**src/sv/tsp_pkg.sv**
```systemverilog
// tsp_pkg: shared types and constants of the transport stream packetizer.
// Used by the channel interfaces, controller, datapath, divider and checker.
// No dependencies.
package tsp_pkg;

   // Packet geometry
   localparam int unsigned PKT_BYTES_N = 188;
   localparam int unsigned WORDS_PER_PKT = 47;
   localparam logic [7:0] PKT_BYTES = 8'd188;
   localparam logic [7:0] LAST_BYTE_POS = 8'd187;
   localparam logic [7:0] CAP_PLAIN = 8'd184;
   localparam logic [7:0] CAP_PCR = 8'd176;
   localparam int unsigned STORE_DEPTH = 184;
   localparam int unsigned STORE_AW = $clog2(STORE_DEPTH);

   // Header and adaptation field codes
   localparam logic [7:0] SYNC_BYTE = 8'h47;
   localparam logic [7:0] STUFF_BYTE = 8'hFF;
   localparam logic [7:0] AF_FLAGS_PCR = 8'h10;
   localparam logic [7:0] AF_FLAGS_NONE = 8'h00;
   localparam logic [3:0] AFC_PAYLOAD = 4'h1;
   localparam logic [3:0] AFC_BOTH = 4'h3;
   localparam logic [5:0] PCR_RESERVED = 6'h3F;

   // Configuration
   localparam int unsigned PID_W = 13;
   localparam logic [PID_W-1:0] PID_RESET = 13'd256;

   // PCR split: base = pcr / 300, extension = pcr % 300, seven dividend bits per step
   localparam int unsigned PCR_W = 42;
   localparam int unsigned PCR_BASE_W = 33;
   localparam int unsigned PCR_EXT_W = 9;
   localparam logic [PCR_EXT_W:0] PCR_DIVISOR = 10'd300;
   localparam int unsigned DIV_DIGIT_W = 7;
   localparam int unsigned DIV_STEPS = PCR_W / DIV_DIGIT_W;
   localparam int unsigned DIV_CNT_W = $clog2(DIV_STEPS);
   localparam logic [DIV_CNT_W-1:0] DIV_LAST_STEP = DIV_CNT_W'(DIV_STEPS - 1);

   // Partial remainder with the next digit appended, and its reciprocal product
   localparam int unsigned DIV_T_W = PCR_EXT_W + DIV_DIGIT_W;
   localparam int unsigned DIV_SHIFT = DIV_T_W + PCR_EXT_W;
   localparam int unsigned DIV_P_W = DIV_SHIFT + DIV_DIGIT_W;
   localparam int unsigned DIV_RECIP_W = 17;
   localparam logic [DIV_RECIP_W-1:0] DIV_RECIP = 17'd111849;   // ceil(2^25 / 300)

   // Controller states
   typedef enum logic [1:0] {
      ST_IDLE,
      ST_DIV,
      ST_STREAM
   } tsp_state_type;

   // Controller to datapath
   typedef struct packed {
      logic take;       // accept the input transaction this cycle
      logic div_start;  // launch the PCR split
      logic stream_en;  // packet bytes may move toward the output
   } tsp_cmd_type;

   // Datapath to controller
   typedef struct packed {
      logic emit;       // current input closes a packet
      logic pcr_pkt;    // that packet carries a PCR
      logic div_done;   // PCR split finished
      logic pkt_done;   // last word of the packet loaded into the output
   } tsp_status_type;

endpackage

```
**src/sv/tsp_channels.sv**
```systemverilog
// tsp_channels: valid/ready channel interfaces of the packetizer.
// Depends on tsp_pkg for field widths.
interface tsp_req_if;
   logic                         valid;
   logic                         ready;
   logic [7:0]                   data_byte;
   logic                         unit_start;
   logic                         with_pcr;
   logic [tsp_pkg::PCR_W-1:0]    pcr_value;
   logic                         last_byte;

   modport source (output valid, data_byte, unit_start, with_pcr, pcr_value, last_byte,
                   input ready);
   modport sink (input valid, data_byte, unit_start, with_pcr, pcr_value, last_byte,
                 output ready);
endinterface

interface tsp_rsp_if;
   logic        valid;
   logic        ready;
   logic [31:0] ts_word;
   logic        packet_end;

   modport source (output valid, ts_word, packet_end, input ready);
   modport sink (input valid, ts_word, packet_end, output ready);
endinterface

```
**src/sv/tsp_div.sv**
```systemverilog
// tsp_div: splits a 42-bit PCR into quotient and remainder by 300,
// seven dividend bits per cycle, each digit by reciprocal multiplication. Depends on tsp_pkg.
module tsp_div (
   input  logic                              clock,
   input  logic                              reset,
   input  logic                              start,
   input  logic [tsp_pkg::PCR_W-1:0]         dividend,
   output logic                              done,
   output logic [tsp_pkg::PCR_BASE_W-1:0]    base,
   output logic [tsp_pkg::PCR_EXT_W-1:0]     ext
);

   logic [tsp_pkg::PCR_W-1:0]        q_ff, q_in;
   logic [tsp_pkg::PCR_EXT_W-1:0]    r_ff, r_in;
   logic [tsp_pkg::DIV_CNT_W-1:0]    cnt_ff, cnt_in;
   logic                             busy_ff, busy_in;
   logic                             done_ff, done_in;
   logic [tsp_pkg::DIV_T_W-1:0]      trial;
   logic [tsp_pkg::DIV_P_W-1:0]      prod;
   logic [tsp_pkg::DIV_DIGIT_W-1:0]  digit;
   logic [tsp_pkg::DIV_T_W-1:0]      back;

   // One step: append the next seven dividend bits, quotient digit from the reciprocal
   always_comb begin
      trial = {r_ff, q_ff[tsp_pkg::PCR_W-1 -: tsp_pkg::DIV_DIGIT_W]};
      prod = tsp_pkg::DIV_P_W'(trial) * tsp_pkg::DIV_P_W'(tsp_pkg::DIV_RECIP);
      digit = prod[tsp_pkg::DIV_P_W-1 -: tsp_pkg::DIV_DIGIT_W];
      back = tsp_pkg::DIV_T_W'(digit) * tsp_pkg::DIV_T_W'(tsp_pkg::PCR_DIVISOR);
      q_in = q_ff;
      r_in = r_ff;
      cnt_in = cnt_ff;
      busy_in = busy_ff;
      done_in = 1'b0;
      if (start) begin
         q_in = dividend;
         r_in = '0;
         cnt_in = '0;
         busy_in = 1'b1;
      end else if (busy_ff) begin
         q_in = {q_ff[tsp_pkg::PCR_W-tsp_pkg::DIV_DIGIT_W-1:0], digit};
         r_in = tsp_pkg::PCR_EXT_W'(trial - back);
         cnt_in = cnt_ff + 1'b1;
         if (cnt_ff == tsp_pkg::DIV_LAST_STEP) begin
            busy_in = 1'b0;
            done_in = 1'b1;
         end
      end
   end

   // Control state
   always_ff @(posedge clock) begin
      if (reset) begin
         busy_ff <= 1'b0;
         done_ff <= 1'b0;
         cnt_ff <= '0;
      end else begin
         busy_ff <= busy_in;
         done_ff <= done_in;
         cnt_ff <= cnt_in;
      end
   end

   // Quotient and remainder
   always_ff @(posedge clock) begin
      q_ff <= q_in;
      r_ff <= r_in;
   end

   assign done = done_ff;
   assign base = q_ff[tsp_pkg::PCR_BASE_W-1:0];   // modulo 2^33
   assign ext = r_ff;

endmodule

```
**src/sv/tsp_ctrl.sv**
```systemverilog
// tsp_ctrl: packetizer controller. Takes bytes while idle, runs the PCR split
// and the packet stream-out. Depends on tsp_pkg.
module tsp_ctrl (
   input  logic                    clock,
   input  logic                    reset,
   input  logic                    req_valid,
   output logic                    req_ready,
   input  tsp_pkg::tsp_status_type stat,
   output tsp_pkg::tsp_cmd_type    cmd
);

   tsp_pkg::tsp_state_type state_ff, state_in;

   // State register
   always_ff @(posedge clock) begin
      if (reset) begin
         state_ff <= tsp_pkg::ST_IDLE;
      end else begin
         state_ff <= state_in;
      end
   end

   // Next state and commands
   always_comb begin
      state_in = state_ff;
      cmd = '0;
      req_ready = 1'b0;
      unique case (state_ff)
         tsp_pkg::ST_IDLE: begin
            req_ready = 1'b1;
            cmd.take = req_valid;
            if (req_valid && stat.emit) begin
               cmd.div_start = stat.pcr_pkt;
               state_in = stat.pcr_pkt ? tsp_pkg::ST_DIV : tsp_pkg::ST_STREAM;
            end
         end
         tsp_pkg::ST_DIV: begin
            if (stat.div_done) begin
               state_in = tsp_pkg::ST_STREAM;
            end
         end
         tsp_pkg::ST_STREAM: begin
            cmd.stream_en = 1'b1;
            if (stat.pkt_done) begin
               state_in = tsp_pkg::ST_IDLE;
            end
         end
         default: begin
            state_in = tsp_pkg::ST_IDLE;
         end
      endcase
   end

endmodule

```
**src/sv/tsp_dp.sv**
```systemverilog
// tsp_dp: packetizer datapath: payload store, unit state, header generator,
// word assembler and output register. Depends on tsp_pkg and tsp_div.
module tsp_dp (
   input  logic                         clock,
   input  logic                         reset,
   input  tsp_pkg::tsp_cmd_type         cmd,
   output tsp_pkg::tsp_status_type      stat,
   input  logic [7:0]                   in_data_byte,
   input  logic                         in_unit_start,
   input  logic                         in_with_pcr,
   input  logic [tsp_pkg::PCR_W-1:0]    in_pcr_value,
   input  logic                         in_last_byte,
   input  logic                         csr_we,
   input  logic [tsp_pkg::PID_W-1:0]    csr_wdata,
   output logic                         out_valid,
   input  logic                         out_ready,
   output logic [31:0]                  out_ts_word,
   output logic                         out_packet_end
);

   // Unit state
   logic [tsp_pkg::PID_W-1:0]  pid_ff;
   logic [7:0]                 fill_ff;
   logic [3:0]                 cc_ff;
   logic                       first_ff;
   logic                       pcrw_ff;
   logic [tsp_pkg::PCR_W-1:0]  pcr_ff;

   // Packet being sent
   logic [7:0]                 pn_ff;
   logic                       ppcr_ff;
   logic                       pstart_ff;
   logic [3:0]                 pcc_ff;

   // Stream-out pipeline
   logic [7:0]                 k_ff;
   logic                       s1_v_ff;
   logic                       s1_pay_ff;
   logic                       s1_last_ff;
   logic [7:0]                 s1_const_ff;
   logic [7:0]                 rdata_ff;
   logic [23:0]                asm_ff;
   logic [1:0]                 bcnt_ff;
   logic                       out_v_ff;
   logic [31:0]                out_word_ff;
   logic                       out_end_ff;

   logic [7:0] store_ff [tsp_pkg::STORE_DEPTH];

   // Input step
   logic [7:0]                 fill_base;
   logic [7:0]                 fill_new;
   logic                       first_c;
   logic                       pcrw_c;
   logic                       pcr_pkt_c;
   logic [7:0]                 cap_c;
   logic                       emit_c;
   logic                       pkt_take;
   logic [tsp_pkg::PCR_W-1:0]  div_src;

   // Byte generation
   logic [7:0]                 pay_off;
   logic                       s0_v;
   logic                       s0_pay;
   logic [7:0]                 rd_off;
   logic [7:0]                 const_byte;
   logic                       full_plain;
   logic                       out_free;
   logic                       word_ready;
   logic                       adv;
   logic [7:0]                 s1_byte;
   logic                       div_done;
   logic [tsp_pkg::PCR_BASE_W-1:0] base;
   logic [tsp_pkg::PCR_EXT_W-1:0]  ext;

   // Effect of the offered byte on the unit state
   always_comb begin
      fill_base = in_unit_start ? 8'd0 : fill_ff;
      fill_new = fill_base + 8'd1;
      first_c = in_unit_start | first_ff;
      pcrw_c = in_unit_start ? in_with_pcr : pcrw_ff;
      pcr_pkt_c = first_c & pcrw_c;
      cap_c = pcr_pkt_c ? tsp_pkg::CAP_PCR : tsp_pkg::CAP_PLAIN;
      emit_c = (fill_new >= cap_c) | in_last_byte;
      div_src = in_unit_start ? in_pcr_value : pcr_ff;
   end

   assign pkt_take = cmd.take & emit_c;

   tsp_div u_div (
      .clock    (clock),
      .reset    (reset),
      .start    (cmd.div_start),
      .dividend (div_src),
      .done     (div_done),
      .base     (base),
      .ext      (ext)
   );

   // Configuration register
   always_ff @(posedge clock) begin
      if (reset) begin
         pid_ff <= tsp_pkg::PID_RESET;
      end else if (csr_we) begin
         pid_ff <= csr_wdata;
      end
   end

   // Unit state update on each accepted transaction
   always_ff @(posedge clock) begin
      if (reset) begin
         fill_ff <= '0;
         cc_ff <= '0;
         first_ff <= 1'b0;
         pcrw_ff <= 1'b0;
         pcr_ff <= '0;
      end else if (cmd.take) begin
         if (in_unit_start) begin
            pcr_ff <= in_pcr_value;
         end
         if (emit_c) begin
            fill_ff <= '0;
            first_ff <= 1'b0;
            pcrw_ff <= in_last_byte ? 1'b0 : pcrw_c;
            cc_ff <= cc_ff + 4'd1;
         end else begin
            fill_ff <= fill_new;
            first_ff <= first_c;
            pcrw_ff <= pcrw_c;
         end
      end
   end

   // Snapshot of the packet to send
   always_ff @(posedge clock) begin
      if (pkt_take) begin
         pn_ff <= fill_new;
         ppcr_ff <= pcr_pkt_c;
         pstart_ff <= first_c;
         pcc_ff <= cc_ff;
      end
   end

   // Payload store write
   always_ff @(posedge clock) begin
      if (cmd.take && (fill_base < tsp_pkg::CAP_PLAIN)) begin
         store_ff[fill_base[tsp_pkg::STORE_AW-1:0]] <= in_data_byte;
      end
   end

   // Byte k of the packet: payload sits at the tail, header and stuffing before it
   always_comb begin
      pay_off = tsp_pkg::PKT_BYTES - pn_ff;
      s0_v = cmd.stream_en && (k_ff < tsp_pkg::PKT_BYTES);
      s0_pay = (k_ff >= pay_off);
      rd_off = k_ff - pay_off;
      full_plain = !ppcr_ff && (pn_ff == tsp_pkg::CAP_PLAIN);
      case (k_ff)
         8'd0:    const_byte = tsp_pkg::SYNC_BYTE;
         8'd1:    const_byte = {1'b0, pstart_ff, 1'b0, pid_ff[12:8]};
         8'd2:    const_byte = pid_ff[7:0];
         8'd3:    const_byte = {full_plain ? tsp_pkg::AFC_PAYLOAD : tsp_pkg::AFC_BOTH,
                                pcc_ff};
         8'd4:    const_byte = (tsp_pkg::CAP_PLAIN - 8'd1) - pn_ff;
         8'd5:    const_byte = ppcr_ff ? tsp_pkg::AF_FLAGS_PCR : tsp_pkg::AF_FLAGS_NONE;
         8'd6:    const_byte = ppcr_ff ? base[32:25] : tsp_pkg::STUFF_BYTE;
         8'd7:    const_byte = ppcr_ff ? base[24:17] : tsp_pkg::STUFF_BYTE;
         8'd8:    const_byte = ppcr_ff ? base[16:9] : tsp_pkg::STUFF_BYTE;
         8'd9:    const_byte = ppcr_ff ? base[8:1] : tsp_pkg::STUFF_BYTE;
         8'd10:   const_byte = ppcr_ff ? {base[0], tsp_pkg::PCR_RESERVED, ext[8]}
                                       : tsp_pkg::STUFF_BYTE;
         8'd11:   const_byte = ppcr_ff ? ext[7:0] : tsp_pkg::STUFF_BYTE;
         default: const_byte = tsp_pkg::STUFF_BYTE;
      endcase
   end

   // Pipeline moves unless a finished word has nowhere to go
   assign out_free = !out_v_ff || out_ready;
   assign word_ready = s1_v_ff && (bcnt_ff == 2'd3);
   assign adv = cmd.stream_en && (!word_ready || out_free);
   assign s1_byte = s1_pay_ff ? rdata_ff : s1_const_ff;

   // Payload store read
   always_ff @(posedge clock) begin
      if (adv && s0_v && s0_pay) begin
         rdata_ff <= store_ff[rd_off[tsp_pkg::STORE_AW-1:0]];
      end
   end

   // Byte counter and stage-one valid
   always_ff @(posedge clock) begin
      if (reset) begin
         k_ff <= '0;
         s1_v_ff <= 1'b0;
         bcnt_ff <= '0;
      end else if (pkt_take) begin
         k_ff <= '0;
         s1_v_ff <= 1'b0;
         bcnt_ff <= '0;
      end else if (adv) begin
         s1_v_ff <= s0_v;
         if (s0_v) begin
            k_ff <= k_ff + 8'd1;
         end
         if (s1_v_ff) begin
            bcnt_ff <= bcnt_ff + 2'd1;
         end
      end
   end

   // Stage-one payload and word assembly
   always_ff @(posedge clock) begin
      if (adv) begin
         s1_pay_ff <= s0_pay;
         s1_const_ff <= const_byte;
         s1_last_ff <= (k_ff == tsp_pkg::LAST_BYTE_POS);
         if (s1_v_ff) begin
            asm_ff <= {asm_ff[15:0], s1_byte};
         end
      end
   end

   // Output register
   always_ff @(posedge clock) begin
      if (reset) begin
         out_v_ff <= 1'b0;
      end else if (adv && word_ready) begin
         out_v_ff <= 1'b1;
      end else if (out_ready) begin
         out_v_ff <= 1'b0;
      end
   end

   always_ff @(posedge clock) begin
      if (adv && word_ready) begin
         out_word_ff <= {asm_ff, s1_byte};
         out_end_ff <= s1_last_ff;
      end
   end

   assign out_valid = out_v_ff;
   assign out_ts_word = out_word_ff;
   assign out_packet_end = out_end_ff;

   // Status to the controller
   always_comb begin
      stat.emit = emit_c;
      stat.pcr_pkt = pcr_pkt_c;
      stat.div_done = div_done;
      stat.pkt_done = adv && word_ready && s1_last_ff;
   end

endmodule

```
**src/sv/ts_packetizer.sv**
```systemverilog
// ts_packetizer: packs payload units into 188-byte transport packets, 47 words each.
// Takes one payload byte per cycle while a packet fills; the closing byte drops input
// ready for the byte-serial stream-out from the payload store (one read port),
// preceded by the PCR split for a first packet with PCR, and for any output stalls.
// Reset (synchronous): PID 256, continuity counter 0, no unit open, output empty.
module ts_packetizer (
   input  logic                           clock,
   input  logic                           reset,
   tsp_req_if.sink                        req_chan,
   tsp_rsp_if.source                      rsp_chan,
   input  logic                           csr_we,
   input  logic [tsp_pkg::PID_W-1:0]      csr_wdata
);

   tsp_pkg::tsp_cmd_type    cmd;
   tsp_pkg::tsp_status_type stat;
   logic                    req_ready;

   // Controller
   tsp_ctrl u_ctrl (
      .clock     (clock),
      .reset     (reset),
      .req_valid (req_chan.valid),
      .req_ready (req_ready),
      .stat      (stat),
      .cmd       (cmd)
   );

   assign req_chan.ready = req_ready;

   // Datapath
   tsp_dp u_dp (
      .clock          (clock),
      .reset          (reset),
      .cmd            (cmd),
      .stat           (stat),
      .in_data_byte   (req_chan.data_byte),
      .in_unit_start  (req_chan.unit_start),
      .in_with_pcr    (req_chan.with_pcr),
      .in_pcr_value   (req_chan.pcr_value),
      .in_last_byte   (req_chan.last_byte),
      .csr_we         (csr_we),
      .csr_wdata      (csr_wdata),
      .out_valid      (rsp_chan.valid),
      .out_ready      (rsp_chan.ready),
      .out_ts_word    (rsp_chan.ts_word),
      .out_packet_end (rsp_chan.packet_end)
   );

endmodule

```
**src/flat_wrapper.sv**
```systemverilog
// flat-port wrapper written by rule: the top's interface ports become plain ports
module ts_packetizer_flat 
  (clock, reset, csr_we, csr_wdata, req_chan_valid, req_chan_data_byte, req_chan_unit_start, req_chan_with_pcr, req_chan_pcr_value, req_chan_last_byte, req_chan_ready, rsp_chan_valid, rsp_chan_ts_word, rsp_chan_packet_end, rsp_chan_ready);
  tsp_req_if req_chan_i ();
  tsp_rsp_if rsp_chan_i ();
  input  logic clock;
  input  logic reset;
  input  logic csr_we;
  input  logic [tsp_pkg::PID_W-1:0] csr_wdata;
  input wire logic [$bits(req_chan_i.valid)-1:0] req_chan_valid;
  input wire logic [$bits(req_chan_i.data_byte)-1:0] req_chan_data_byte;
  input wire logic [$bits(req_chan_i.unit_start)-1:0] req_chan_unit_start;
  input wire logic [$bits(req_chan_i.with_pcr)-1:0] req_chan_with_pcr;
  input wire logic [$bits(req_chan_i.pcr_value)-1:0] req_chan_pcr_value;
  input wire logic [$bits(req_chan_i.last_byte)-1:0] req_chan_last_byte;
  output wire logic [$bits(req_chan_i.ready)-1:0] req_chan_ready;
  output wire logic [$bits(rsp_chan_i.valid)-1:0] rsp_chan_valid;
  output wire logic [$bits(rsp_chan_i.ts_word)-1:0] rsp_chan_ts_word;
  output wire logic [$bits(rsp_chan_i.packet_end)-1:0] rsp_chan_packet_end;
  input wire logic [$bits(rsp_chan_i.ready)-1:0] rsp_chan_ready;
  assign req_chan_i.valid = req_chan_valid;
  assign req_chan_i.data_byte = req_chan_data_byte;
  assign req_chan_i.unit_start = req_chan_unit_start;
  assign req_chan_i.with_pcr = req_chan_with_pcr;
  assign req_chan_i.pcr_value = req_chan_pcr_value;
  assign req_chan_i.last_byte = req_chan_last_byte;
  assign req_chan_ready = req_chan_i.ready;
  assign rsp_chan_valid = rsp_chan_i.valid;
  assign rsp_chan_ts_word = rsp_chan_i.ts_word;
  assign rsp_chan_packet_end = rsp_chan_i.packet_end;
  assign rsp_chan_i.ready = rsp_chan_ready;
  ts_packetizer u_core (.clock(clock), .reset(reset), .req_chan(req_chan_i), .rsp_chan(rsp_chan_i), .csr_we(csr_we), .csr_wdata(csr_wdata));
endmodule
```
**config.mk**
```make
export PLATFORM = sky130hd
export DESIGN_NAME = ts_packetizer_flat
export DESIGN_NICKNAME = d
export VERILOG_FILES = /design/src/sv/tsp_pkg.sv /design/src/sv/tsp_channels.sv /design/src/sv/tsp_div.sv /design/src/sv/tsp_ctrl.sv /design/src/sv/tsp_dp.sv /design/src/sv/ts_packetizer.sv /design/src/flat_wrapper.sv
export SDC_FILE = /design/constraint.sdc
export NUM_CORES = 2
export LEC_CHECK = 0
export ABC_AREA = 1
export BUFFER_PORTS_ARGS = -buffer_cell sky130_fd_sc_hd__buf_2
export CAP_MARGIN = 20
export CORE_MARGIN = 2
export CORE_UTILIZATION = 40
export CTS_BUF_LIST = sky130_fd_sc_hd__clkbuf_2
export CTS_CLUSTER_SIZE = 24
export DETAILED_ROUTE_END_ITERATION = 8
export HOLD_SLACK_MARGIN = 0.02
export PLACE_DENSITY_LB_ADDON = 0.05
export SLEW_MARGIN = 20
export SYNTH_ARGS = -nofsm -noshare
export SYNTH_HDL_FRONTEND = slang
export SYNTH_SLANG_ARGS = --single-unit
```
**constraint.sdc**
```tcl
create_clock -name clock -period 9.1 [get_ports clock]
set_input_delay 2.73 -clock clock [delete_from_list [all_inputs] [get_ports clock]]
set_output_delay 2.73 -clock clock [all_outputs]
set_load 0.01 [all_outputs]
```
# ---- Yosys cells after proc, flatten, opt, wreduce, memory -nomap -nowiden
# Memory sizes are Yosys's and may differ from the RTL's. A register that Yosys moved wholly into a read port is not among the register bits.
# Index checks and enable logic that the tools add are counted.
dict set report totals {
  reg_bits 220
  ram_bits 1472
  in_bits 71
  output_inout_bits 35
  wordCells 130
  memories 1
}
dict set report classes {
  addsub 9
  mul 2
  n_lt_le_gt_ge 4
  n_eq_ne 20
  mux 37
  bitwise 5
  n_reduce_logical 26
}
# memory words width rd rd_clocked_by_memory_dff wr line
set mem_list {}
lappend mem_list {u_core.u_dp.store_ff 184 8 1 1 1 tsp_dp.sv:48} ;# logic [7:0] store_ff [tsp_pkg::STORE_DEPTH];
# operator count
set ops {}
lappend ops {{$mux 42} 3}
lappend ops {{$pmux 8 s12} 1}
lappend ops {{$mux 8} 9}
lappend ops {{$eq 8x3->1 const B} 4}
lappend ops {{$eq 8x4->1 const B} 4}
lappend ops {{$mul 16x17->32 const B} 1}
lappend ops {{$add 8x1->8 const B} 2}
lappend ops {{$eq 8x2->1 const B} 2}
lappend ops {{$eq 8x8->1 const B} 2}
lappend ops {{$ge 8x8->1} 2}
lappend ops {{$lt 8x8->1 const B} 2}
lappend ops {{$sub 8x8->8 const A} 2}
lappend ops {{$mux 1} 15}
lappend ops {{$mux 2} 6}
lappend ops {{$logic_and 1x1->1} 10}
lappend ops {{$sub 9x9->9} 1}
lappend ops {{$eq 8x1->1 const B} 1}
lappend ops {{$logic_not 8->1} 1}
lappend ops {{$sub 8x8->8} 1}
lappend ops {{$mul 7x7->7 const B} 1}
lappend ops {{$pmux 2 s3} 1}
lappend ops {{$reduce_and 2->1} 3}
lappend ops {{$mux 5} 1}
lappend ops {{$add 4x1->4 const B} 1}
lappend ops {{18 further kinds} 27}

# ---- Longest topological paths before layout
dict set report logic_depth {
  ltp_word 11
  depth_mapped 47
  mapped_depth_nobuf 47
}

# ---- Hierarchy
# A second synthesis with hierarchy kept.
dict set report hier_totals {
  cells_unflattened 7689
  hier_area_um2 78731.8
}
# module instances cells_each area_per_inst_um2 seq_area_each_um2
set by_module_without_submodules {}
lappend by_module_without_submodules {tsp_dp 1 6730 70430.0 48496.5}
lappend by_module_without_submodules {tsp_div 1 937 8165.3 1541.5}
lappend by_module_without_submodules {tsp_ctrl 1 22 136.4 40.0}

# ---- Least setup slack after synthesis
# No wires, ideal clock.
dict set report synth_timing {
  path_kind {register to register}
  startpoint {register u_core.u_dp.u_div.q_ff[38] (netlist bit)}
  endpoint {register u_core.u_dp.u_div.r_ff, in the netlist u_core.u_dp.u_div.ext[8]}
  setup_time_ns 0.117
  arrival_time_ns 7.739
  t_required_ns 8.983
  path_slack_ns 1.244
  path_stages_with_launch 42
  n_path_buf 0
  period_less_slack_ns 7.856
  cell_sequence {edfxtp_1 ha_1 ha_1 or2_2 fa_1 fa_1 fa_1 inv_1 fa_1 inv_1 ha_1 nand2_1 nor2_1 inv_1 nor3_1 nand2_1 nand3_1 a31oi_1 [... 6 more ...] inv_1 ha_1 inv_1 xor2_1 ha_1 a21oi_1 nand3_1 nand2_1 nand2_1 or2_2 nand2_1 nand3_1 nand2_1 inv_1 nand3_1 nand2_1 nor2_1 nor2_1}
}
dict set report synth_between {
  elab_chain_cells 3
}
# element line
set synth_lines {}
lappend synth_lines {{start, declared} tsp_div.sv:13} ;# logic [tsp_pkg::PCR_W-1:0] q_ff, q_in;
lappend synth_lines {{start signal, assigned} tsp_div.sv:65} ;# q_ff <= q_in;
lappend synth_lines {{$mul 16x17->32} tsp_div.sv:26} ;# prod = tsp_pkg::DIV_P_W'(trial) * tsp_pkg::DIV_P_W'(tsp_pkg::DIV_RECIP);
lappend synth_lines {{$mul 7x7->7} tsp_div.sv:28} ;# back = tsp_pkg::DIV_T_W'(digit) * tsp_pkg::DIV_T_W'(tsp_pkg::PCR_DIVISOR);
lappend synth_lines {{$sub 9x9->9 *} tsp_div.sv:41} ;# r_in = tsp_pkg::PCR_EXT_W'(trial - back);
lappend synth_lines {{end signal, assigned} tsp_div.sv:66} ;# r_ff <= r_in;
lappend synth_lines {{end, declared} tsp_div.sv:14} ;# logic [tsp_pkg::PCR_EXT_W-1:0] r_ff, r_in;
# Mark *: on every way between the ends. The rest lies on a longest branch, timed or not.
# A chain may end at the register's enable or synchronous reset.

# ---- Worst setup path in the final report
dict set report layout_timing {
  startpoint {register u_core.u_dp.u_div.q_ff[39] (netlist bit)}
  endpoint {register u_core.u_dp.u_div.r_ff, in the netlist u_core.u_dp.u_div.ext[8]}
}
# Same word-level chain as after synthesis.

==> flow_metrics.env <==
export IMPL_dpl_hpwl_um=130000
export IMPL_cts_htree_levels=5
export IMPL_drt_pass1_iterations=5
export IMPL_synth_edf_count=1603
export IMPL_crit_slowest_cell="fa_1"
export IMPL_vias=50685
export IMPL_die_height_um=436
export IMPL_worst_skew_pair_late_latency_ps=1820
export IMPL_drive_gt1_share_pct=13.9
export IMPL_yosysTopAreaCellShare_pct=64.3
export IMPL_synth_async_reset_ratio_pct=0
export IMPL_layout_worst_path_cycle_share_pct=93.4
export IMPL_dieArea_um2=190000
export IMPL_yosys_warnings=0
export IMPL_die_width_um=436
export IMPL_max_freq_ghz=0.118
export IMPL_grt_overflow=0
export IMPL_layout_min_cycle_time_ps=8500
export IMPL_area_growth_pct=9.46
export IMPL_root_buffer="clkbuf_2"
export IMPL_grt_antenna_before_repair=5
export IMPL_cp_top_family="adder cells"
export IMPL_ys_flop_type="edfxtp_1"
export IMPL_hold_buffers=0
export IMPL_drt_initial_drc_count=4025
export IMPL_gp_congestion=0.847
export IMPL_numCtsBuffers=460
export IMPL_cp_end_kind="register"
export IMPL_wl_um=226000
export IMPL_finalSetupViolCount=0
export IMPL_boundaryPins=106
export IMPL_required_ps=10800
export IMPL_nets=7110
export IMPL_status="complete, no violations"
export IMPL_synthCells=6489
export IMPL_ant_nets=0
export IMPL_hold_viol=0
export IMPL_wl_per_cell_um=23.6
export IMPL_netlist_area_um2=74800
export IMPL_cts_clk_slew_worst_paths_ps=110
export IMPL_relSlewSlack_pct=19.9
export IMPL_critPathMaxStageDelay_ps=530
export IMPL_port_buffers=105
export IMPL_critPathLaunchType="register"
export IMPL_cap_violations=0
export IMPL_grt_start_max_net_pins=204
export IMPL_grt_pass1_vias=49801
export IMPL_finalSetupTns_ps=0
export IMPL_viasPerCell=5.29
export IMPL_cts_sinks=1700
export IMPL_criticalPathCategory="register to register"
export IMPL_row_count=158
export IMPL_rsz0062_at_grt="false"
export IMPL_crit_arrival_ps=10210
export IMPL_grt_pass1_wl_um=333000
export IMPL_start_util_pct=40.3
export IMPL_synth_largest_area_cell="edfxtp_1"
export IMPL_core_um2=186000
export IMPL_cts_buffer_depth=4
export IMPL_cp_max_fo=4
export IMPL_tightest_slew_ps=1200
export IMPL_synth_cell_types=63
export IMPL_hp_class="register to register"
export IMPL_skew_ps=163
export IMPL_postSynthAreaPerCell_um2=11.5
export IMPL_finalMaxSlewViolations=0
export IMPL_yosysSeqAreaShare_pct=66.9
export IMPL_cts_tree="yes"
export IMPL_route_detailed_drc=0
export IMPL_synth_seq_cells=1700
export IMPL_synth_net_count=6829
export IMPL_cp_num_buf_inv=10
export IMPL_grt_use_total_pct=23.4
export IMPL_synth_area_top_cells="edfxtp_1 64%, nand2_1 7.2%, nand3_1 6.3%"
export IMPL_crit_top_cell="nand2_1"
## cells in the final DEF, fill, tap and decap left out, types with 11 or more instances in the layout
master | netlist | routed
nand4_1 | 18 | 18
o21ai_1 | 14 | 14
a21oi_1 | 89 | 89
o221ai_1 | 93 | 93
clkinv_1 | 2 | 69
ha_1 | 169 | 168
inv_1 | 293 | 292
diode_2 | 0 | 11
a211oi_1 | 43 | 43
xor2_1 | 20 | 16
fa_1 | 100 | 99
dfxtp_1 | 97 | 97
inv_2 | 8 | 11
nand3_1 | 943 | 943
mux2i_1 | 42 | 42
a32oi_1 | 16 | 16
edfxtp_1 | 1603 | 1603
buf_4 | 1 | 91
buf_2 | 35 | 96
o22ai_1 | 37 | 37
o21ai_0 | 334 | 334
nand2_1 | 1430 | 1428
nor2_1 | 598 | 597
clkbuf_2 | 1 | 705
a31oi_1 | 26 | 25
nor3_1 | 32 | 30
## metal layers
| layer | routed length, µm | GRT usage, % | share of wire [%] |
|---|---|---|---|
| met5 | 18 | 0 | 0.0080 |
| met2 | 104000 | 36.7 | 46 |
| met3 | 12400 | 4.40 | 5.5 |
| met1 | 103000 | 32.9 | 46 |
| met4 | 6060 | 7.59 | 2.7 |
## through the flow
| stage | cell area [µm²] | utilization, % | std cells | setup WS [ps] | hold WS [ps] |
|---|---|---|---|---|---|
| 6_report | 81900 | 44.1 | 9582 | 599 | 410 |
| 5_1_grt | 81900 | 44.1 | 9580 | 4.87 | 439 |
| 4_1_cts | 81800 | 44.1 | 9562 | 326 | 435 |
| 3_5_place_dp | 77900 | 42.0 | 8779 | 338 | 405 |
| 3_3_place_gp | 77900 | 42.0 | 8779 | 340 | 404 |
| 2_1_floorplan | 74800 | - | 6489 | 1240 | 400 |
## cells in the mapped netlist (all sizes together) (77+ instances only)
library cell and instances:
edfxtp 1603, nand2 1436, nand3 944, nor2 602, o21ai 351, clkbuf 309, inv 303, ha 169
fa 100, dfxtp 97, o221ai 94, a21oi 92, buf 77
## registers in the layout, summed over array words and instances (netlist names), 2 cells and up
signal and flops:
u_core.u_dp.out_ts_word 32, u_core.u_dp.store_ff 1472, u_core.u_dp.bcnt_ff 2, u_core.u_dp.rdata_ff 8, u_core.u_dp.cc_ff 4, u_core.u_dp.fill_ff 8, u_core.u_dp.pid_ff 13, u_core.u_dp.u_div.ext 9
u_core.u_dp.u_div.q_ff 42, u_core.u_dp.pn_ff 8, u_core.u_dp.asm_ff 24, u_core.u_dp.pcr_ff 42, u_core.u_dp.u_div.cnt_ff 3, u_core.u_dp.s1_const_ff 8, u_core.u_dp.k_ff 8, u_core.u_dp.pcc_ff 4
u_core.u_ctrl.state_ff 2
## cells by family (layout without fill, tap and decap cells)
logic type      Yosys count  count (layout)  synth area share (%)
buf+inv                 691            1293                  3.59
other cells               0              11                     0
compound gates          700             700                  5.73
fa+ha+maj               269             269                  5.50
mux                      50              50                 0.682
flops                  1700            1700                  66.9
simple gates           3047            3047                  17.1
xor+xnor                 32              32                 0.395
## what timing repair did
action                                  in CTS  in global routing
gates resized for setup                      0                  1
buffers inserted                             0                  9
endpoints found under the setup margin       0                  1
endpoints found under the hold margin        0                  0
## path summary, 6_finish.rpt
| kind | start | to | slack [ps] | depth (start not counted) |
|---|---|---|---|---|
| worst min register to register | u_core.u_dp.asm_ff[23] | u_core.u_dp.out_ts_word[31] | 410 | 0 |
| worst max register to register | u_core.u_dp.u_div.q_ff[39] | u_core.u_dp.u_div.ext[8] | 600 | 45 |
| worst max-delay path | u_core.u_dp.u_div.q_ff[39] | u_core.u_dp.u_div.ext[8] | 600 | 45 |
| worst min-delay path | u_core.u_dp.asm_ff[23] | u_core.u_dp.out_ts_word[31] | 410 | 0 |
## cell type report
type,instances,area (µm²)
antenna,11,27.5
multi-input combinational,4098,22100
clock inverter,78,354
tap,2480,3100
sequential,1700,50100
timing repair buffer,205,1470
fill,17801,104000
clock buffer,705,3530
inverter,305,1170
Power is not shown: default switching activity piles up to over one toggle a cycle in this logic, so the estimate is an artifact.
